File: config.mk
export PLATFORM = sky130hd
export DESIGN_NAME = first_fit_block_allocator
export DESIGN_NICKNAME = d
export VERILOG_FILES = /design/src/design/ffba_pkg.sv /design/src/design/ffba_cell.sv /design/src/design/first_fit_block_allocator.sv
export SDC_FILE = /design/constraint.sdc
export NUM_CORES = 2
export LEC_CHECK = 0
export ABC_AREA = 1
export BUFFER_PORTS_ARGS = -buffer_cell sky130_fd_sc_hd__buf_2
export CAP_MARGIN = 20
export CORE_MARGIN = 2
export CORE_UTILIZATION = 60
export CTS_CLUSTER_SIZE = 20
export DETAILED_ROUTE_END_ITERATION = 12
export PLACE_DENSITY = 0.81
export REMOVE_ABC_BUFFERS = 1
export SLEW_MARGIN = 20
export SYNTH_ARGS = -nofsm -noshare
export SYNTH_HDL_FRONTEND = slang
export SYNTH_HIERARCHICAL = 1
export SYNTH_SLANG_ARGS = --single-unit
File: constraint.sdc
create_clock -name clk_i -period 22 [get_ports clk_i]
set_input_delay 2.2 -clock clk_i [delete_from_list [all_inputs] [get_ports clk_i]]
set_output_delay 2.2 -clock clk_i [all_outputs]
set_load 0.02 [all_outputs]
File: src/design/ffba_pkg.sv
// Shared constants and types for the first-fit block allocator.
`timescale 1ns / 1ps
`default_nettype none

package ffba_pkg;

  localparam int unsigned MAX_BLOCKS_DEF = 16;
  localparam int unsigned SIZE_BITS_DEF  = 16;

  localparam int unsigned CFG_W   = 5;
  localparam int unsigned IDX_W   = 4;
  localparam int unsigned NUM_W   = 5;
  localparam int unsigned FIELD_W = 16;

  localparam logic [CFG_W-1:0] BLOCKS_RESET = 5'd16;

  localparam logic CMD_LOAD = 1'b0;
  localparam logic CMD_REQ  = 1'b1;

  // Control part of a beat as it travels down the cell row
  typedef struct packed {
    logic             valid;
    logic             cmd;
    logic [IDX_W-1:0] idx;
    logic             found;
    logic [NUM_W-1:0] number;
  } item_ctrl_t;

endpackage

`default_nettype wire

File: src/design/ffba_cell.sv
// One block cell: holds a block size and its taken flag, passes beats on.
`timescale 1ns / 1ps
`default_nettype none

module ffba_cell #(
  parameter int unsigned CELL_ID   = 0,
  parameter int unsigned SIZE_BITS = ffba_pkg::SIZE_BITS_DEF
) (
  input  wire logic                       clk_i,
  input  wire logic                       rst_ni,
  input  wire logic                       advance_i,
  input  wire logic [ffba_pkg::CFG_W-1:0] blocks_in_use_i,
  input  wire ffba_pkg::item_ctrl_t       ctrl_i,
  input  wire logic [SIZE_BITS-1:0]       val_i,
  input  wire logic [SIZE_BITS-1:0]       bsize_i,
  output ffba_pkg::item_ctrl_t            ctrl_o,
  output logic [SIZE_BITS-1:0]            val_o,
  output logic [SIZE_BITS-1:0]            bsize_o
);

  logic [SIZE_BITS-1:0] size_q;
  logic                 taken_q, taken_d;
  logic                 in_range, hit_load, claim;
  ffba_pkg::item_ctrl_t ctrl_q, ctrl_d;
  logic [SIZE_BITS-1:0] val_q, bsize_q, bsize_d;

  always_comb begin
    in_range = 32'(blocks_in_use_i) > CELL_ID;
    hit_load = ctrl_i.valid && (ctrl_i.cmd == ffba_pkg::CMD_LOAD) &&
               (32'(ctrl_i.idx) == CELL_ID);
    claim    = ctrl_i.valid && (ctrl_i.cmd == ffba_pkg::CMD_REQ) && !ctrl_i.found &&
               !taken_q && in_range && (size_q >= val_i);

    taken_d = taken_q;
    if (hit_load) begin
      taken_d = 1'b0;
    end else if (claim) begin
      taken_d = 1'b1;
    end

    ctrl_d  = ctrl_i;
    bsize_d = bsize_i;
    if (claim) begin
      ctrl_d.found  = 1'b1;
      ctrl_d.number = ffba_pkg::NUM_W'(CELL_ID + 1);
      bsize_d       = size_q;
    end
  end

  always_ff @(posedge clk_i or negedge rst_ni) begin
    if (!rst_ni) begin
      taken_q <= 1'b0;
      ctrl_q  <= '0;
    end else if (advance_i) begin
      taken_q <= taken_d;
      ctrl_q  <= ctrl_d;
    end
  end

  // Size store and beat payload carry no reset
  always_ff @(posedge clk_i) begin
    if (advance_i) begin
      if (hit_load) begin
        size_q <= val_i;
      end
      val_q   <= val_i;
      bsize_q <= bsize_d;
    end
  end

  assign ctrl_o  = ctrl_q;
  assign val_o   = val_q;
  assign bsize_o = bsize_q;

endmodule

`default_nettype wire

File: src/design/first_fit_block_allocator.sv
// Top level of the first-fit block allocator: cell row, output register, config.
//
// Usage:
//   Input channel (in_valid_i / in_stall_o) carries command, block_index and
//   size_value. A load beat (command 0) writes one block's size and frees it;
//   it yields no result. A request beat (command 1) takes the lowest-numbered
//   free block in use that is large enough and yields one result beat.
//   Output channel (out_valid_o / out_stall_i) carries found, block_number,
//   block_size and fragment; all are zero when nothing fits.
//   Config channel (cfg_valid_i / cfg_ready_o) writes blocks_in_use; write it
//   only while no beat is in flight.
// Timing:
//   Every beat walks a row of MAX_BLOCKS cells, one cell per cycle while the
//   row advances, then the output register. A new beat may enter every cycle
//   unless in_stall_o is raised; later requests see flags claimed by earlier.
// Reset and stall:
//   Reset frees all blocks, empties the row and sets blocks_in_use to 16.
//   Sizes are undefined until loaded. While a result waits under out_stall_i
//   the whole row holds and in_stall_o is raised.
`timescale 1ns / 1ps
`default_nettype none

module first_fit_block_allocator #(
  parameter int unsigned MAX_BLOCKS = ffba_pkg::MAX_BLOCKS_DEF,
  parameter int unsigned SIZE_BITS  = ffba_pkg::SIZE_BITS_DEF
) (
  input  wire logic                         clk_i,
  input  wire logic                         rst_ni,
  input  wire logic                         cfg_valid_i,
  output logic                              cfg_ready_o,
  input  wire logic [ffba_pkg::CFG_W-1:0]   cfg_data_i,
  input  wire logic                         in_valid_i,
  output logic                              in_stall_o,
  input  wire logic                         command_i,
  input  wire logic [ffba_pkg::IDX_W-1:0]   block_index_i,
  input  wire logic [ffba_pkg::FIELD_W-1:0] size_value_i,
  output logic                              out_valid_o,
  input  wire logic                         out_stall_i,
  output logic                              found_o,
  output logic [ffba_pkg::NUM_W-1:0]        block_number_o,
  output logic [ffba_pkg::FIELD_W-1:0]      block_size_o,
  output logic [ffba_pkg::FIELD_W-1:0]      fragment_o
);

  logic [ffba_pkg::CFG_W-1:0] blocks_in_use_q;
  logic                       advance;

  ffba_pkg::item_ctrl_t ctrl  [0:MAX_BLOCKS];
  logic [SIZE_BITS-1:0] val   [0:MAX_BLOCKS];
  logic [SIZE_BITS-1:0] bsize [0:MAX_BLOCKS];

  logic                         out_valid_q;
  logic                         found_q;
  logic [ffba_pkg::NUM_W-1:0]   number_q;
  logic [ffba_pkg::FIELD_W-1:0] bsize_q, frag_q;
  logic [SIZE_BITS-1:0]         frag;

  assign cfg_ready_o = 1'b1;

  always_ff @(posedge clk_i or negedge rst_ni) begin
    if (!rst_ni) begin
      blocks_in_use_q <= ffba_pkg::BLOCKS_RESET;
    end else if (cfg_valid_i) begin
      blocks_in_use_q <= cfg_data_i;
    end
  end

  // Hold the whole row while a finished result is not taken
  assign advance    = !out_valid_q || !out_stall_i;
  assign in_stall_o = !advance;

  always_comb begin
    ctrl[0]        = '0;
    ctrl[0].valid  = in_valid_i;
    ctrl[0].cmd    = command_i;
    ctrl[0].idx    = block_index_i;
    val[0]         = SIZE_BITS'(size_value_i);
    bsize[0]       = '0;
  end

  for (genvar g = 0; g < MAX_BLOCKS; g++) begin : g_cell
    ffba_cell #(
      .CELL_ID  (g),
      .SIZE_BITS(SIZE_BITS)
    ) u_cell (
      .clk_i          (clk_i),
      .rst_ni         (rst_ni),
      .advance_i      (advance),
      .blocks_in_use_i(blocks_in_use_q),
      .ctrl_i         (ctrl[g]),
      .val_i          (val[g]),
      .bsize_i        (bsize[g]),
      .ctrl_o         (ctrl[g+1]),
      .val_o          (val[g+1]),
      .bsize_o        (bsize[g+1])
    );
  end

  assign frag = ctrl[MAX_BLOCKS].found ? (bsize[MAX_BLOCKS] - val[MAX_BLOCKS]) : '0;

  always_ff @(posedge clk_i or negedge rst_ni) begin
    if (!rst_ni) begin
      out_valid_q <= 1'b0;
    end else if (advance) begin
      out_valid_q <= ctrl[MAX_BLOCKS].valid && (ctrl[MAX_BLOCKS].cmd == ffba_pkg::CMD_REQ);
    end
  end

  always_ff @(posedge clk_i) begin
    if (advance) begin
      found_q  <= ctrl[MAX_BLOCKS].found;
      number_q <= ctrl[MAX_BLOCKS].number;
      bsize_q  <= ffba_pkg::FIELD_W'(bsize[MAX_BLOCKS]);
      frag_q   <= ffba_pkg::FIELD_W'(frag);
    end
  end

  assign out_valid_o    = out_valid_q;
  assign found_o        = found_q;
  assign block_number_o = number_q;
  assign block_size_o   = bsize_q;
  assign fragment_o     = frag_q;

  // A miss reports zeros in every field
  a_miss_zero : assert property (@(posedge clk_i) disable iff (!rst_ni)
    out_valid_o && !found_o |-> block_number_o == '0 && block_size_o == '0 &&
                                fragment_o == '0)
    else $error("miss result carries non-zero fields");

  // A hit names a block inside the searched range
  a_hit_range : assert property (@(posedge clk_i) disable iff (!rst_ni)
    out_valid_o && found_o && (MAX_BLOCKS < 32) |->
      block_number_o != '0 && block_number_o <= blocks_in_use_q &&
      32'(block_number_o) <= MAX_BLOCKS)
    else $error("hit block number outside searched range");

  // The row only stalls behind a waiting result
  a_stall_cause : assert property (@(posedge clk_i) disable iff (!rst_ni)
    in_stall_o |-> out_valid_o && out_stall_i)
    else $error("input stalled without a waiting result");

endmodule

`default_nettype wire
==> metrics.txt <==
Global Route Usage Sum 23.4%; power consumption 7.02 mW; Most Used Layer, Global Route met2; Worst R2R Start out_valid_o$_DFFE_PN0N_; commonest non-fill, non-tap cell in the layout nand2_1; Worst Path Required 22.33 ns; final setup margin 15.79 ns; Nets 4443; Least-Margin Pin Slew 1.07 ns; synthesized area 45500 µm²; Yosys warnings 6; routing usage on met1 28.6%; r2r setup slk 16.99 ns; largest net degree at the start of global routing 163; crit path launch out_stall_i; layout filler cell count 5045; CP Class input pin to flop; final WL 90600 µm; Clock Tree Buf Depth 3; clk_skew 0.0338 ns; status finished clean; Final Util 66.7%; clk sinks 1016; unrepaired setup endpoints after global routing false; share of layout cells above drive strength 1 10.2%; Hold-fix buffers, CTS 0; LEAKAGE 22.8 nW; initial antenna violation count 0; Critical Path, Cell by Cell buf_2, nand2_4, buf_12, buf_4, buf_4, buf_4, nand4_1, nor4_2, buf_4; most frequent cells in the layout 1191 x nand2_1, 806 x edfxtp_1, 456 x inv_1, 300 x nand3_1, 271 x ha_1; WL per Instance 17.5 µm; Max-slew headroom 28.4%; slowest CP cell buf_4; placed cell areas 46700 µm²; Cell Rows 100; CP max FO 162; Final Cell Area 49900 µm²; final hold vios 0; CTS tree yes; setup bufs post-CTS 0; syn_area_per_cell 11.3 µm²; drt drc 0; Hold WS 0.446 ns; Worst EP arrival 6.54 ns; H-Tree Depth 3; drt initial violations 2377; met3 Usage GRT 2.84%; PortBufs 70; Post-DP HPWL 62000 µm; die width 279 µm; FMAX 161 MHz; diode count 0; root buf cell clkbuf_16; CP startpoint kind input pin; die area 78000 µm²; Vias 28831; final critical-path required period 6.21 ns; post-cts sizing count 0; Worst Setup End Kind flop; footprint of the multi-input gates 13700 µm²; post-place setup slack 15.07 ns; Hold Path Class flop to flop; CTS clock-pin slew for the worst setup and hold paths 0.06 ns; Setup TNS Final 0 ns; Post-Synthesis Cells 4009; Post-Layout Cell Count 5186; Final period util 28.2%; Vias/cell 5.56; total CTS buffers 100; Reg area 29500 µm²; Worst-Skew Late Latency 0.66 ns; first-pass GRT wire length 147000 µm; Die Y 279 µm; Core Region 74700 µm²; Detail Route Antenna Nets 0; Starting Density 60.9%; Ports 72; Final Setup Violations 0; grt total ovfl 0; GP Congestion 0.840; 1st-pass router iterations 5; Slowest Stage Delay on Critical Path 0.83 ns; Max Slew Vio Count 0; met2 usage 43.0%; Worst VDD drop 0.0000798 V; vias in the first global route 29233; Most common cell on crit path buf_4; max cap viols 0; Power per Cell Area 141 nW/µm²; hold wc startpoint g_cell[15].u_cell/ctrl_o[1]$_DFFE_PN0P_; Area Overhead vs Synth 9.68%; Placed Instances 5006
routing by layer:
metal | up-vias | wire length, µm
li1 | 13713 | -
met1 | 14136 | 35600
met2 | 774 | 48700
met3 | 208 | 3520
met4 | 0 | 2790
met5 | - | 0
flip-flops by register name (all words and copies together), names as in the netlist:
name	count
block_number_o	5
block_size_o	16
blocks_in_use_q	5
found_o	1
fragment_o	16
g_cell.u_cell/bsize_o	256
g_cell.u_cell/ctrl_o	188
g_cell.u_cell/size_q	256
g_cell.u_cell/taken_q	16
g_cell.u_cell/val_o	256
out_valid_o	1
cell type report:
type / instances / share of cell area [%]
Sequential cell: 1016 / 59.1
Multi-Input combinational cell: 2444 / 27.4
Clock buffer: 126 / 5.34
Inverter: 472 / 3.55
Tap cell: 969 / 2.43
Timing Repair Buffer: 106 / 1.31
Clock inverter: 53 / 0.901
power by group:
| group | total (mW) | switching, mW | leakage, nW | internal [mW] |
|---|---|---|---|---|
| combinational | 1.85 | 1.22 | 10.7 | 0.628 |
| clock | 1.63 | 0.702 | 1.52 | 0.925 |
| sequential | 3.54 | 0.488 | 10.6 | 3.06 |
| total | 7.02 | 2.41 | 22.8 | 4.61 |
worst max-delay path: cells and delay by family:
family	cells	cell delay (ns)
and+or+nand+nor	3	0.85
buffers and inverters	6	3.22
path summary, 6_finish.rpt:
path,to,cells past startpoint
worst max-delay path,g_cell[8].u_cell/size_q[6]$_DFFE_PP_,9
worst min-delay path,block_number_o[1]$_DFFE_PN_,0
worst max register to register,g_cell[8].u_cell/size_q[6]$_DFFE_PP_,8
worst min register to register,block_number_o[1]$_DFFE_PN_,0
max in group asynchronous,g_cell[7].u_cell/ctrl_o[9]$_DFFE_PN0P_,2
min in group asynchronous,g_cell[15].u_cell/ctrl_o[5]$_DFFE_PN0P_,1
Note: power is estimated with default switching activity, not from simulation.
